==> src/tdes_pkg.sv <==
package tdes_pkg;

  typedef enum logic [2:0] {
    REG_KEY_FIRST  = 3'd0,
    REG_KEY_SECOND = 3'd1,
    REG_KEY_THIRD  = 3'd2,
    REG_DIRECTION  = 3'd3,
    REG_KEY_OPTION = 3'd4
  } cfg_reg_t;

  typedef enum logic [1:0] {
    KEY_OPT_SINGLE = 2'd0,
    KEY_OPT_TWO    = 2'd1,
    KEY_OPT_THREE  = 2'd2,
    KEY_OPT_ALT    = 2'd3
  } key_opt_t;

  localparam int ROUNDS = 16;
  localparam int PASSES = 3;
  localparam int STAGES = ROUNDS * PASSES;

  localparam logic [5:0] KEY_SEL [56] = '{
    6'd56, 6'd48, 6'd40, 6'd32, 6'd24, 6'd16, 6'd8,  6'd0,  6'd57, 6'd49, 6'd41, 6'd33, 6'd25, 6'd17,
    6'd9,  6'd1,  6'd58, 6'd50, 6'd42, 6'd34, 6'd26, 6'd18, 6'd10, 6'd2,  6'd59, 6'd51, 6'd43, 6'd35,
    6'd62, 6'd54, 6'd46, 6'd38, 6'd30, 6'd22, 6'd14, 6'd6,  6'd61, 6'd53, 6'd45, 6'd37, 6'd29, 6'd21,
    6'd13, 6'd5,  6'd60, 6'd52, 6'd44, 6'd36, 6'd28, 6'd20, 6'd12, 6'd4,  6'd27, 6'd19, 6'd11, 6'd3};

  localparam logic [4:0] ROT_SUM [16] = '{
    5'd1, 5'd2, 5'd4, 5'd6, 5'd8, 5'd10, 5'd12, 5'd14,
    5'd15, 5'd17, 5'd19, 5'd21, 5'd23, 5'd25, 5'd27, 5'd28};

  localparam logic [5:0] SUB_SEL [48] = '{
    6'd13, 6'd16, 6'd10, 6'd23, 6'd0,  6'd4,  6'd2,  6'd27, 6'd14, 6'd5,  6'd20, 6'd9,
    6'd22, 6'd18, 6'd11, 6'd3,  6'd25, 6'd7,  6'd15, 6'd6,  6'd26, 6'd19, 6'd12, 6'd1,
    6'd40, 6'd51, 6'd30, 6'd36, 6'd46, 6'd54, 6'd29, 6'd39, 6'd50, 6'd44, 6'd32, 6'd47,
    6'd43, 6'd48, 6'd38, 6'd55, 6'd33, 6'd52, 6'd45, 6'd41, 6'd49, 6'd35, 6'd28, 6'd31};

  localparam logic [31:0] SBP [8][64] = '{
    '{32'h01010400,32'h00000000,32'h00010000,32'h01010404,32'h01010004,32'h00010404,32'h00000004,32'h00010000,
      32'h00000400,32'h01010400,32'h01010404,32'h00000400,32'h01000404,32'h01010004,32'h01000000,32'h00000004,
      32'h00000404,32'h01000400,32'h01000400,32'h00010400,32'h00010400,32'h01010000,32'h01010000,32'h01000404,
      32'h00010004,32'h01000004,32'h01000004,32'h00010004,32'h00000000,32'h00000404,32'h00010404,32'h01000000,
      32'h00010000,32'h01010404,32'h00000004,32'h01010000,32'h01010400,32'h01000000,32'h01000000,32'h00000400,
      32'h01010004,32'h00010000,32'h00010400,32'h01000004,32'h00000400,32'h00000004,32'h01000404,32'h00010404,
      32'h01010404,32'h00010004,32'h01010000,32'h01000404,32'h01000004,32'h00000404,32'h00010404,32'h01010400,
      32'h00000404,32'h01000400,32'h01000400,32'h00000000,32'h00010004,32'h00010400,32'h00000000,32'h01010004},
    '{32'h80108020,32'h80008000,32'h00008000,32'h00108020,32'h00100000,32'h00000020,32'h80100020,32'h80008020,
      32'h80000020,32'h80108020,32'h80108000,32'h80000000,32'h80008000,32'h00100000,32'h00000020,32'h80100020,
      32'h00108000,32'h00100020,32'h80008020,32'h00000000,32'h80000000,32'h00008000,32'h00108020,32'h80100000,
      32'h00100020,32'h80000020,32'h00000000,32'h00108000,32'h00008020,32'h80108000,32'h80100000,32'h00008020,
      32'h00000000,32'h00108020,32'h80100020,32'h00100000,32'h80008020,32'h80100000,32'h80108000,32'h00008000,
      32'h80100000,32'h80008000,32'h00000020,32'h80108020,32'h00108020,32'h00000020,32'h00008000,32'h80000000,
      32'h00008020,32'h80108000,32'h00100000,32'h80000020,32'h00100020,32'h80008020,32'h80000020,32'h00100020,
      32'h00108000,32'h00000000,32'h80008000,32'h00008020,32'h80000000,32'h80100020,32'h80108020,32'h00108000},
    '{32'h00000208,32'h08020200,32'h00000000,32'h08020008,32'h08000200,32'h00000000,32'h00020208,32'h08000200,
      32'h00020008,32'h08000008,32'h08000008,32'h00020000,32'h08020208,32'h00020008,32'h08020000,32'h00000208,
      32'h08000000,32'h00000008,32'h08020200,32'h00000200,32'h00020200,32'h08020000,32'h08020008,32'h00020208,
      32'h08000208,32'h00020200,32'h00020000,32'h08000208,32'h00000008,32'h08020208,32'h00000200,32'h08000000,
      32'h08020200,32'h08000000,32'h00020008,32'h00000208,32'h00020000,32'h08020200,32'h08000200,32'h00000000,
      32'h00000200,32'h00020008,32'h08020208,32'h08000200,32'h08000008,32'h00000200,32'h00000000,32'h08020008,
      32'h08000208,32'h00020000,32'h08000000,32'h08020208,32'h00000008,32'h00020208,32'h00020200,32'h08000008,
      32'h08020000,32'h08000208,32'h00000208,32'h08020000,32'h00020208,32'h00000008,32'h08020008,32'h00020200},
    '{32'h00802001,32'h00002081,32'h00002081,32'h00000080,32'h00802080,32'h00800081,32'h00800001,32'h00002001,
      32'h00000000,32'h00802000,32'h00802000,32'h00802081,32'h00000081,32'h00000000,32'h00800080,32'h00800001,
      32'h00000001,32'h00002000,32'h00800000,32'h00802001,32'h00000080,32'h00800000,32'h00002001,32'h00002080,
      32'h00800081,32'h00000001,32'h00002080,32'h00800080,32'h00002000,32'h00802080,32'h00802081,32'h00000081,
      32'h00800080,32'h00800001,32'h00802000,32'h00802081,32'h00000081,32'h00000000,32'h00000000,32'h00802000,
      32'h00002080,32'h00800080,32'h00800081,32'h00000001,32'h00802001,32'h00002081,32'h00002081,32'h00000080,
      32'h00802081,32'h00000081,32'h00000001,32'h00002000,32'h00800001,32'h00002001,32'h00802080,32'h00800081,
      32'h00002001,32'h00002080,32'h00800000,32'h00802001,32'h00000080,32'h00800000,32'h00002000,32'h00802080},
    '{32'h00000100,32'h02080100,32'h02080000,32'h42000100,32'h00080000,32'h00000100,32'h40000000,32'h02080000,
      32'h40080100,32'h00080000,32'h02000100,32'h40080100,32'h42000100,32'h42080000,32'h00080100,32'h40000000,
      32'h02000000,32'h40080000,32'h40080000,32'h00000000,32'h40000100,32'h42080100,32'h42080100,32'h02000100,
      32'h42080000,32'h40000100,32'h00000000,32'h42000000,32'h02080100,32'h02000000,32'h42000000,32'h00080100,
      32'h00080000,32'h42000100,32'h00000100,32'h02000000,32'h40000000,32'h02080000,32'h42000100,32'h40080100,
      32'h02000100,32'h40000000,32'h42080000,32'h02080100,32'h40080100,32'h00000100,32'h02000000,32'h42080000,
      32'h42080100,32'h00080100,32'h42000000,32'h42080100,32'h02080000,32'h00000000,32'h40080000,32'h42000000,
      32'h00080100,32'h02000100,32'h40000100,32'h00080000,32'h00000000,32'h40080000,32'h02080100,32'h40000100},
    '{32'h20000010,32'h20400000,32'h00004000,32'h20404010,32'h20400000,32'h00000010,32'h20404010,32'h00400000,
      32'h20004000,32'h00404010,32'h00400000,32'h20000010,32'h00400010,32'h20004000,32'h20000000,32'h00004010,
      32'h00000000,32'h00400010,32'h20004010,32'h00004000,32'h00404000,32'h20004010,32'h00000010,32'h20400010,
      32'h20400010,32'h00000000,32'h00404010,32'h20404000,32'h00004010,32'h00404000,32'h20404000,32'h20000000,
      32'h20004000,32'h00000010,32'h20400010,32'h00404000,32'h20404010,32'h00400000,32'h00004010,32'h20000010,
      32'h00400000,32'h20004000,32'h20000000,32'h00004010,32'h20000010,32'h20404010,32'h00404000,32'h20400000,
      32'h00404010,32'h20404000,32'h00000000,32'h20400010,32'h00000010,32'h00004000,32'h20400000,32'h00404010,
      32'h00004000,32'h00400010,32'h20004010,32'h00000000,32'h20404000,32'h20000000,32'h00400010,32'h20004010},
    '{32'h00200000,32'h04200002,32'h04000802,32'h00000000,32'h00000800,32'h04000802,32'h00200802,32'h04200800,
      32'h04200802,32'h00200000,32'h00000000,32'h04000002,32'h00000002,32'h04000000,32'h04200002,32'h00000802,
      32'h04000800,32'h00200802,32'h00200002,32'h04000800,32'h04000002,32'h04200000,32'h04200800,32'h00200002,
      32'h04200000,32'h00000800,32'h00000802,32'h04200802,32'h00200800,32'h00000002,32'h04000000,32'h00200800,
      32'h04000000,32'h00200800,32'h00200000,32'h04000802,32'h04000802,32'h04200002,32'h04200002,32'h00000002,
      32'h00200002,32'h04000000,32'h04000800,32'h00200000,32'h04200800,32'h00000802,32'h00200802,32'h04200800,
      32'h00000802,32'h04000002,32'h04200802,32'h04200000,32'h00200800,32'h00000000,32'h00000002,32'h04200802,
      32'h00000000,32'h00200802,32'h04200000,32'h00000800,32'h04000002,32'h04000800,32'h00000800,32'h00200002},
    '{32'h10001040,32'h00001000,32'h00040000,32'h10041040,32'h10000000,32'h10001040,32'h00000040,32'h10000000,
      32'h00040040,32'h10040000,32'h10041040,32'h00041000,32'h10041000,32'h00041040,32'h00001000,32'h00000040,
      32'h10040000,32'h10000040,32'h10001000,32'h00001040,32'h00041000,32'h00040040,32'h10040040,32'h10041000,
      32'h00001040,32'h00000000,32'h00000000,32'h10040040,32'h10000040,32'h10001000,32'h00041040,32'h00040000,
      32'h00041040,32'h00040000,32'h10041000,32'h00001000,32'h00000040,32'h10040040,32'h00001000,32'h00041040,
      32'h10001000,32'h00000040,32'h10000040,32'h10040000,32'h10040040,32'h10000000,32'h00040000,32'h10001040,
      32'h00000000,32'h10041040,32'h00040040,32'h10000040,32'h10040000,32'h10001000,32'h10001040,32'h00000000,
      32'h10041040,32'h00041000,32'h00041000,32'h00001040,32'h00001040,32'h00040040,32'h10000000,32'h10041000}};

  function automatic logic [63:0] subkey(input logic [63:0] key, input int idx);
    logic [55:0] sel;
    logic [55:0] rot;
    logic [31:0] p;
    logic [31:0] q;
    logic [31:0] k0;
    logic [31:0] k1;
    int r;
    int l;
    sel = '0;
    rot = '0;
    p = '0;
    q = '0;
    for (int j = 0; j < 56; j++) begin
      sel[j] = key[63 - int'(KEY_SEL[j])];
    end
    r = int'(ROT_SUM[idx]);
    for (int j = 0; j < 28; j++) begin
      l = j + r;
      rot[j] = sel[(l < 28) ? l : l - 28];
    end
    for (int j = 28; j < 56; j++) begin
      l = j + r;
      rot[j] = sel[(l < 56) ? l : l - 28];
    end
    for (int j = 0; j < 24; j++) begin
      p[23 - j] = rot[SUB_SEL[j]];
      q[23 - j] = rot[SUB_SEL[j + 24]];
    end
    k0 = ((p & 32'h00fc0000) << 6) | ((p & 32'h00000fc0) << 10)
       | ((q & 32'h00fc0000) >> 10) | ((q & 32'h00000fc0) >> 6);
    k1 = ((p & 32'h0003f000) << 12) | ((p & 32'h0000003f) << 16)
       | ((q & 32'h0003f000) >> 4) | (q & 32'h0000003f);
    return {k0, k1};
  endfunction

  function automatic logic [31:0] feistel(input logic [31:0] half, input logic [63:0] sk);
    logic [31:0] w;
    logic [31:0] f;
    w = {half[3:0], half[31:4]} ^ sk[63:32];
    f = SBP[6][w[5:0]] | SBP[4][w[13:8]] | SBP[2][w[21:16]] | SBP[0][w[29:24]];
    w = half ^ sk[31:0];
    f = f | SBP[7][w[5:0]] | SBP[5][w[13:8]] | SBP[3][w[21:16]] | SBP[1][w[29:24]];
    return f;
  endfunction

  function automatic logic [63:0] init_perm(input logic [63:0] blk);
    logic [31:0] l;
    logic [31:0] r;
    logic [31:0] t;
    l = blk[63:32];
    r = blk[31:0];
    t = ((l >> 4) ^ r) & 32'h0f0f0f0f;  r = r ^ t; l = l ^ (t << 4);
    t = ((l >> 16) ^ r) & 32'h0000ffff; r = r ^ t; l = l ^ (t << 16);
    t = ((r >> 2) ^ l) & 32'h33333333;  l = l ^ t; r = r ^ (t << 2);
    t = ((r >> 8) ^ l) & 32'h00ff00ff;  l = l ^ t; r = r ^ (t << 8);
    r = {r[30:0], r[31]};
    t = (l ^ r) & 32'haaaaaaaa; l = l ^ t; r = r ^ t;
    l = {l[30:0], l[31]};
    return {l, r};
  endfunction

  function automatic logic [63:0] final_perm(input logic [63:0] lr);
    logic [31:0] l;
    logic [31:0] r;
    logic [31:0] t;
    l = lr[63:32];
    r = lr[31:0];
    r = {r[0], r[31:1]};
    t = (l ^ r) & 32'haaaaaaaa; l = l ^ t; r = r ^ t;
    l = {l[0], l[31:1]};
    t = ((l >> 8) ^ r) & 32'h00ff00ff;  r = r ^ t; l = l ^ (t << 8);
    t = ((l >> 2) ^ r) & 32'h33333333;  r = r ^ t; l = l ^ (t << 2);
    t = ((r >> 16) ^ l) & 32'h0000ffff; l = l ^ t; r = r ^ (t << 16);
    t = ((r >> 4) ^ l) & 32'h0f0f0f0f;  l = l ^ t; r = r ^ (t << 4);
    return {r, l};
  endfunction

endpackage

==> src/tdes_round.sv <==
module tdes_round
  import tdes_pkg::*;
(
  input  logic        clk,
  input  logic        rst,
  input  logic        adv,
  input  logic        vld_in,
  input  logic [63:0] lr_in,
  input  logic [63:0] sk,
  output logic        vld_out,
  output logic [63:0] lr_out
);

  always_ff @(posedge clk) begin
    if (rst) begin
      vld_out <= 1'b0;
    end else if (adv) begin
      vld_out <= vld_in;
    end
  end

  always_ff @(posedge clk) begin
    if (adv) begin
      lr_out <= {lr_in[31:0], lr_in[63:32] ^ feistel(lr_in[31:0], sk)};
    end
  end

endmodule
==> config.mk <==
export PLATFORM = sky130hd
export DESIGN_NAME = tdes_round
export DESIGN_NICKNAME = d
export VERILOG_FILES = /design/src/tdes_pkg.sv /design/src/tdes_round.sv
export SDC_FILE = /design/constraint.sdc
export NUM_CORES = 1
export LEC_CHECK = 0
export BUFFER_PORTS_ARGS = -buffer_cell sky130_fd_sc_hd__buf_2
export CAP_MARGIN = 20
export CORE_MARGIN = 3
export CORE_UTILIZATION = 59
export DETAILED_ROUTE_END_ITERATION = 16
export PLACE_DENSITY = 0.84
export SYNTH_ARGS = -nofsm -noshare
export SYNTH_HDL_FRONTEND = slang
export SYNTH_SLANG_ARGS = --single-unit
==> constraint.sdc <==
create_clock -name clk -period 7.3 [get_ports clk]
set_clock_uncertainty 0.1 [all_clocks]
set_input_delay 1.46 -clock clk [delete_from_list [all_inputs] [get_ports clk]]
set_output_delay 1.46 -clock clk [all_outputs]
set_load 0.05 [all_outputs]
======== Word level (Yosys, flattened, before mapping) ========
Memories as Yosys holds them, arrays and structs flattened.
Cells that the tools add are included.
W data, S select, Z words.
operators by class
  order comparisons ....................... 8
  shift-type cells ........................ 0
  eq/ne operators ......................... 0
  multiplexer cells ....................... 16
  multipliers ............................. 0
  add/subtract/negate cells ............... 0
  bitwise operators ....................... 18
  reduce and logical (&&, ||, !) cells .... 0
  divide/modulo/power cells ............... 0
operators with widths
  operator              count
  $mux W32              16
  $or A32 B32 Y32       7
  $xor A30 B30 Y30      2
  $ge A7 B7 Y1 const B  8
  $not A6 Y7            8
  $xor A32 B32 Y32      1
storage, ports and cells
  memory bits (writable) .................. 0
  flip-flop bits (word level) ............. 65
  memories ................................ 8
  latch bits .............................. 0
  memory bits (read-only) ................. 16384
  logic and storage cells ................. 52
  input bits .............................. 132
memories
  memory           words  width  read ports  clocked after memory_dff  wr ports  RTL line         text
  (no name shown)  64     32     1           0                         0         tdes_pkg.sv:146  f = f | SBP[7][w[5:0]] | SBP[5][w[13:8]] | SBP[3][w[21:16]] | SBP[1][w[29:24]];
  (no name shown)  64     32     1           0                         0         tdes_pkg.sv:146
  (no name shown)  64     32     1           0                         0         tdes_pkg.sv:146
  (no name shown)  64     32     1           0                         0         tdes_pkg.sv:146
  (no name shown)  64     32     1           0                         0         tdes_pkg.sv:144  f = SBP[6][w[5:0]] | SBP[4][w[13:8]] | SBP[2][w[21:16]] | SBP[0][w[29:24]];
  (no name shown)  64     32     1           0                         0         tdes_pkg.sv:144
  2 more memories  --     --     --          --                        --        --

======== Logic depth before layout (Yosys ltp) ========
Gate-level depths: netlist of run 1.
  depth after elaboration ................. 13
  depth in mapped cells ................... 10
  gate-level depth less buffers ........... 9

======== Worst setup path before layout of run 1 ========
No wires, ideal clock.
  kind .................................... input port to flip-flop
  start point ............................. in sk[57]
  end point ............................... reg lr_out[16] (data pin)
  buffers on the path ..................... 1
  data required time ...................... 6931 ps
  slack ................................... 3477 ps
  arrival ................................. 3454 ps
  library setup time ...................... 269 ps
  cell stages on the path ................. 9
  path through ............................ xnor2_1 -> inv_1 -> ha_1 -> clkbuf_1 -> xnor2_1 -> mux4_2 -> nand2_1 -> o31ai_1 -> xor2_1
on the way
  cells in the longest elaborated chain, start to end .. 11
RTL lines
  what                                         RTL line          text
  start, declared                              tdes_round.sv:9   input logic [63:0] sk,
  $xor A30 B30 Y30                             tdes_pkg.sv:143   w = {half[3:0], half[31:4]} ^ sk[63:32];
  $not A6 Y7 (not written as such)             tdes_pkg.sv:144
  $mem_v2 Z64 W32                              --
  $mux W32 (not written as such) (2 in a row)  tdes_pkg.sv:144
  $or A32 B32 Y32                              tdes_pkg.sv:144
  $or A32 B32 Y32 (4 in a row)                 tdes_pkg.sv:146
  $xor A32 B32 Y32                             tdes_round.sv:24  lr_out <= {lr_in[31:0], lr_in[63:32] ^ feistel(lr_in[31:0], sk)};
  end signal, assigned                         tdes_round.sv:24
  end, declared                                tdes_round.sv:11  output logic [63:0] lr_out
Every way passes these cells. The select of a mux whose other input is x is not followed.
A chain may end at the register's enable or synchronous reset.

======== Final worst setup path of run 1 ========
  start point ............................. in lr_in[24]
  end point ............................... reg lr_out[15] (data pin)
on the way
  cells in the longest elaborated chain, start to end .. 12
  elaborated cells between the ends (all ways) .. 17
  classes of those cells .................. 4 x mux; 11 x bitwise; 2 x memory
RTL lines
  what                                         RTL line          text
  start, declared                              tdes_round.sv:8   input logic [63:0] lr_in,
  $xor A30 B30 Y30                             tdes_pkg.sv:143
  $not A6 Y7 (not written as such)             tdes_pkg.sv:144
  $mem_v2 Z64 W32                              --
  $mux W32 (not written as such) (2 in a row)  tdes_pkg.sv:144
  $or A32 B32 Y32 (2 in a row)                 tdes_pkg.sv:144
  $or A32 B32 Y32 (3 in a row)                 tdes_pkg.sv:146
  $or A32 B32 Y32 *                            tdes_pkg.sv:146
  $xor A32 B32 Y32 *                           tdes_round.sv:24
Every way passes the cells marked *; elsewhere a longest branch is shown, timed or not. The select of a mux whose other input is x is not followed.

==> run_results.csv, run 1 <==
group,metric,value,unit
drt,drcViolationCount,0,
timing,report.final.slew_viol_count,0,
critical_path,required,7.28,ns
placement,dp_hpwl,13700,um
cts,cts-buffers-inserted,9,
drt,highest_layer,"met4",
drt,first_pass_iters,7,
global_routing,antenna_found_initial,1,
cts,cts_resized,0,
placement,dpl.cell_count,1113,
critical_path,crit_fanout,16,
timing,final-hold-violation-count,0,
cts,hold_buffers,0,
cells_and_area,fillers,951,
timing,tns,0,ns
timing,setup_viol,0,
critical_path,arrival,4.03,ns
timing,tightest_slew,1.07,ns
cells_and_area,final_cells,1134,
timing,period_share,0.554,
drt,wl_per_cell,16.7,um
drt,via_per_inst,6.17,
timing,fin_crit,4.05,ns
drt,vias,7001,
power_and_ir_drop,ir_drop,0.000123,V
timing,rsz0062_at_grt,"no",
hold_path,hold_class,"reg -> reg",
cts,cts_max_level,3,
floorplan,start_util,0.616,
cts,clk_latency,0.34,ns
yosys,synth_nets,982,
flow_run,maxCapViolCount,0,
floorplan,ios,197,
yosys,synthDistinctLibCells,64,
yosys,synth_seq_area_share,0.256,
yosys,synth_area,7590,sq um
placement,io_buffer_count,180,
cells_and_area,drive_gt1_frac,0.272,
cells_and_area,fin_nets,1151,
yosys,syn_area_per_cell,9.59,sq um
cts,cts-root-buf,"clkbuf_16",
cts,cts_sinks,65,
outcome,status,"completed",
drt,routed-wl-met3,1560,um
timing,slew_headroom,0.287,
timing,max_freq,247,MHz
power_and_ir_drop,leakage,3.69,nW
drt,dr_wl_met2,9130,um
cells_and_area,layout_commonest_cell,"buf_2",
critical_path,criticalPathCategory,"in -> reg",
yosys,ys_ff_latch,65,
floorplan,fp-row-count,40,
yosys,async_flop_share,0,
yosys,synth_top_area_share,0.253,
drt,ant_nets,0,
cts,post_cts_buffers,0,
cts,cts_tree,"built",
power_and_ir_drop,powerDensity,212,nW/um^2
global_routing,grt_pass1_wl,30500,um
global_routing,grt_pass1_vias,6319,
cells_and_area,area_growth,17.5,%
global_routing,grtUsageTotal,0.258,
floorplan,die_w,119,um
cts,clk_path_buf_depth,2,
yosys,synth_edf_count,64,
global_routing,grt-ovfl-total,0,
drt,wl_met1,7930,um
global_routing,grt_max_degree,66,
yosys,synth.largest_area_cell,"edfxtp_1",
cts,clkTransAtPathRegs,0.06,ns
floorplan,placeableCoreArea,12300,sq um
floorplan,die_y,119,um
yosys,yosys_warnings,0,
drt,wirelength,18900,um
cells_and_area,layout_common_cells,"180 x buf_2, 68 x xnor2_1, 64 x edfxtp_1",
yosys,synth_cells,791,
critical_path,cp-end-kind,"flip-flop",
yosys,synth.top_cells.by_area,"edfxtp_1 25%, ha_1 9.7%, mux4_2 8.3%, xnor2_1 7.8%, xor2_1 5.8%",
critical_path,critPathLaunchType,"input port",
yosys,ys.flop_type,"edfxtp_1",
floorplan,die_area,14300,sq um
timing,hold_ws,0.408,ns
placement,place.gp.congestion,0.899,
drt,initialDrtViolationCount,705,
[worst max-delay path, cell delays in order]
cell	delay, ns
buf_2	0.15
xor2_1	0.69
ha_1	0.58
and2_1	0.24
a211oi_1	0.07
a2111oi_0	0.50
a41oi_1	0.15
xor2_1	0.19
[per-layer routing]
metal,up-vias,GRT usage
li1,3313,-
met1,3289,0.347
met2,369,0.426
met3,30,0.0470
met4,0,0.0802
met5,-,0
[worst paths after layout]
path	end	start	slack, ns	cells past startpoint
max	lr_out[15]$_DFFE_PP_	lr_in[24]	3.25	8
min	vld_out$_SDFFE_PP0P_	vld_out$_SDFFE_PP0P_	0.41	2
min reg2reg	vld_out$_SDFFE_PP0P_	vld_out$_SDFFE_PP0P_	0.41	2
max reg2reg	vld_out$_SDFFE_PP0P_	vld_out$_SDFFE_PP0P_	6.61	2
[synthesized netlist by cell type (all sizes together) (19+ instances only)]
cell type  instances
nand2             57
inv               38
nor2              52
o21ai             40
a211oi            22
nand3             25
xnor2             71
nor3              19
a21oi             43
edfxtp            64
xor2              54
mux4              34
mux2i             38
ha                59
clkbuf            34
o211ai            19
[power by group]
| part | leakage, nW | switching (mW) | total, mW | internal (mW) |
|---|---|---|---|---|
| combinational | 2.93 | 0.641 | 1.02 | 0.375 |
| sequential | 0.635 | 0.0130 | 0.499 | 0.486 |
| clock | 0.126 | 0.154 | 0.377 | 0.223 |
| total | 3.69 | 0.808 | 1.89 | 1.08 |
[sequential cells by signal (all words and copies together), names as in the netlist]
name     count
vld_out      1
lr_out      64
[per-stage QoR]
step           setup WS [ns]  utilization  power [mW]  cell area, sq um
6_report                3.25        0.724        1.89              8920
5_1_grt                 3.07        0.724        2.01              8920
4_1_cts                 3.31        0.722        1.89              8890
3_5_place_dp            2.96        0.701        1.51              8630
3_3_place_gp            3.04        0.701        1.48              8630
2_1_floorplan           3.48            -        1.28              7590
[cell type report]
| type | count | area, sq um | share of cell area |
|---|---|---|---|
| inverter | 39 | 146 | 0.0164 |
| clock buffer | 10 | 229 | 0.0257 |
| antenna | 1 | 2.50 | 0.000281 |
| multi-input combinational | 645 | 5310 | 0.596 |
| tap | 168 | 210 | 0.0236 |
| sequential | 65 | 1940 | 0.218 |
| clock inverter | 6 | 25.0 | 0.00281 |
| timing repair buffer | 200 | 1050 | 0.118 |
[cells by family after synthesis]
group | after synthesis | share of synthesized area
muxes | 78 | 0.163
buffers and inverters | 81 | 0.0439
adders and majority gates | 59 | 0.0973
and+or+nand+nor | 168 | 0.0956
xor gates and xnor gates | 125 | 0.151
DFF | 65 | 0.256
AOI/OAI and AO/OA | 215 | 0.193
(Power assumes the default switching activity.)
==> inputs of run 2 (changes only) <==
- CORE_UTILIZATION: 59 -> 55
- PLACE_DENSITY: 0.84 -> 0.79
- clock period: 7.3 -> 4.2 ns (I/O delays scaled with it)
==> run 2 against run 1 <==
Compared with the run above:
- sequential power grew 73%
- total power grew 79%
- critical path type unchanged
- first-iteration DRC count grew 32%
- global-route usage shrank 1.4 points
- largest cell class unchanged
==> run_results.csv, run 2 (synthesized netlist as in run 1, its figures left out) <==
group,metric,value,unit
cells_and_area,drive_gt1_frac,0.288,
cells_and_area,layout_commonest_cell,"buf_2",
timing,report.final.slew_viol_count,0,
placement,placed_cell_area,8820,sq um
timing,tightest_slew,1.03,ns
cells_and_area,diodes,0,
critical_path,crit_fanout,9,
drt,wirelength,19300,um
timing,hold_ws,0.384,ns
critical_path,required,4.18,ns
timing,period_share,0.777,
drt,vias,7082,
critical_path,arrival,3.25,ns
power_and_ir_drop,p_switching,1.42,mW
cts,cts_max_level,3,
floorplan,placeableCoreArea,13300,sq um
power_and_ir_drop,ir_drop,0.000188,V
cts,clkTransAtPathRegs,0.06,ns
timing,slew_headroom,0.310,
cts,cts_resized,0,
power_and_ir_drop,powerDensity,373,nW/um^2
critical_path,critPathLaunchType,"input port",
outcome,status,"completed",
global_routing,met2_usage,0.396,
critical_path,criticalPathCategory,"in -> reg",
power_and_ir_drop,swShare,0.420,
timing,max_freq,307,MHz
drt,ant_nets,0,
timing,setup_viol,0,
floorplan,start_util,0.569,
cells_and_area,fin_area,9100,sq um
flow_run,maxCapViolCount,0,
cts,cts_sinks,65,
global_routing,grt_pass1_vias,6079,
cells_and_area,fin_nets,1171,
critical_path,rr_worst_depth,2,
floorplan,die_area,15200,sq um
floorplan,die_y,123,um
drt,via_per_inst,6.11,
timing,fin_crit,3.26,ns
power_and_ir_drop,pwr-share-clk,0.216,
cts,cts-root-buf,"clkbuf_16",
cells_and_area,layout_common_cells,"180 x buf_2, 68 x xnor2_1, 64 x edfxtp_1",
cts,clk_path_buf_depth,2,
placement,io_buffer_count,180,
cts,cts-buffers-inserted,9,
cells_and_area,regMostFlops,"lr_out",
cells_and_area,largest_registers,"lr_out (64), vld_out (1)",
cells_and_area,fillers,1077,
cts,hold_buffers,0,
drt,drcViolationCount,0,
hold_path,min_path_cells,2,
global_routing,grt.busiest_layer,"met2",
global_routing,grt_max_degree,28,
power_and_ir_drop,leakage,3.80,nW
global_routing,grtUsageMet3,0.0544,
global_routing,grt-ovfl-total,0,
critical_path,cp-end-kind,"flip-flop",
hold_path,hold_class,"reg -> reg",
drt,wl_per_cell,16.6,um
cells_and_area,area_growth,19.9,%
drt,initialDrtViolationCount,930,
global_routing,use_met1,0.330,
floorplan,ios,197,
floorplan,die_w,123,um
placement,place.gp.congestion,0.879,
timing,rsz0062_at_grt,"no",
power_and_ir_drop,power_frac_comb,0.530,
cells_and_area,largest_reg_flops,64,
floorplan,fp-row-count,42,
drt,first_pass_iters,9,
global_routing,grtUsageTotal,0.244,
power_and_ir_drop,p_int,1.97,mW
timing,final-hold-violation-count,0,
timing,tns,0,ns
cts,post_cts_buffers,0,
power_and_ir_drop,p_seq_frac,0.254,
placement,dp_hpwl,14200,um
cts,clk_latency,0.35,ns
global_routing,antenna_found_initial,1,
global_routing,grt_pass1_wl,29900,um
cts,cts_tree,"built",
-- run 2: changes by cell type in the layout (fill, tap and decap cells not counted) --
cell	delta
buf_4	+20
bufinv_16	+1
clkinv_1	-2
diode_2	-1
-- run 2: path summary, 6_finish.rpt --
kind	start	to	slack, ns
min	vld_out$_SDFFE_PP0P_	vld_out$_SDFFE_PP0P_	0.38
max	lr_in[1]	lr_out[12]$_DFFE_PP_	0.94
min reg2reg	vld_out$_SDFFE_PP0P_	vld_out$_SDFFE_PP0P_	0.38
max reg2reg	vld_out$_SDFFE_PP0P_	vld_out$_SDFFE_PP0P_	3.53
-- run 2: cell type report --
| class | count | area (sq um) | share of cell area |
|---|---|---|---|
| multi-input combinational | 645 | 5310 | 0.584 |
| inverter | 39 | 146 | 0.0161 |
| tap | 176 | 220 | 0.0242 |
| timing repair buffer | 220 | 1200 | 0.132 |
| sequential | 65 | 1940 | 0.213 |
| clock inverter | 5 | 47.5 | 0.00522 |
| clock buffer | 10 | 229 | 0.0252 |
-- run 2: layer usage --
layer / up-vias / part of all wire / wire (um)
li1: 3372 / - / -
met1: 3289 / 0.42 / 8050
met2: 378 / 0.47 / 9110
met3: 41 / 0.092 / 1770
met4: 2 / 0.016 / 312
met5: - / 0.00057 / 11
-- run 2: stage by stage --
step | utilization | std cells | total power, mW | setup slack [ns]
3_5_place_dp | 0.661 | 1145 | 2.65 | 0.580
4_1_cts | 0.682 | 1160 | 3.40 | 0.942
6_report | 0.682 | 1160 | 3.39 | 0.938
3_3_place_gp | 0.661 | 1145 | 2.62 | 0.676
5_1_grt | 0.682 | 1160 | 3.58 | 0.728
2_1_floorplan | - | 791 | 2.23 | 0.997
-- run 2: power groups by stage --
stage	registers [mW]	clock network, mW	logic (mW)
finish	0.863	0.732	1.80
global route	0.874	0.771	1.94
CTS	0.864	0.746	1.79
detailed placement	0.876	0	1.78
global placement	0.873	0	1.74
floorplan	1.22	0	1.00
-- run 2: worst max-delay path, stage by stage --
cell and delay (ns):
buf_2 0.13, xor2_1 0.56, inv_1 0.34, ha_1 0.32
mux4_2 0.45, and2_1 0.16, o21ai_0 0.16, o31ai_1 0.12
xor2_1 0.16
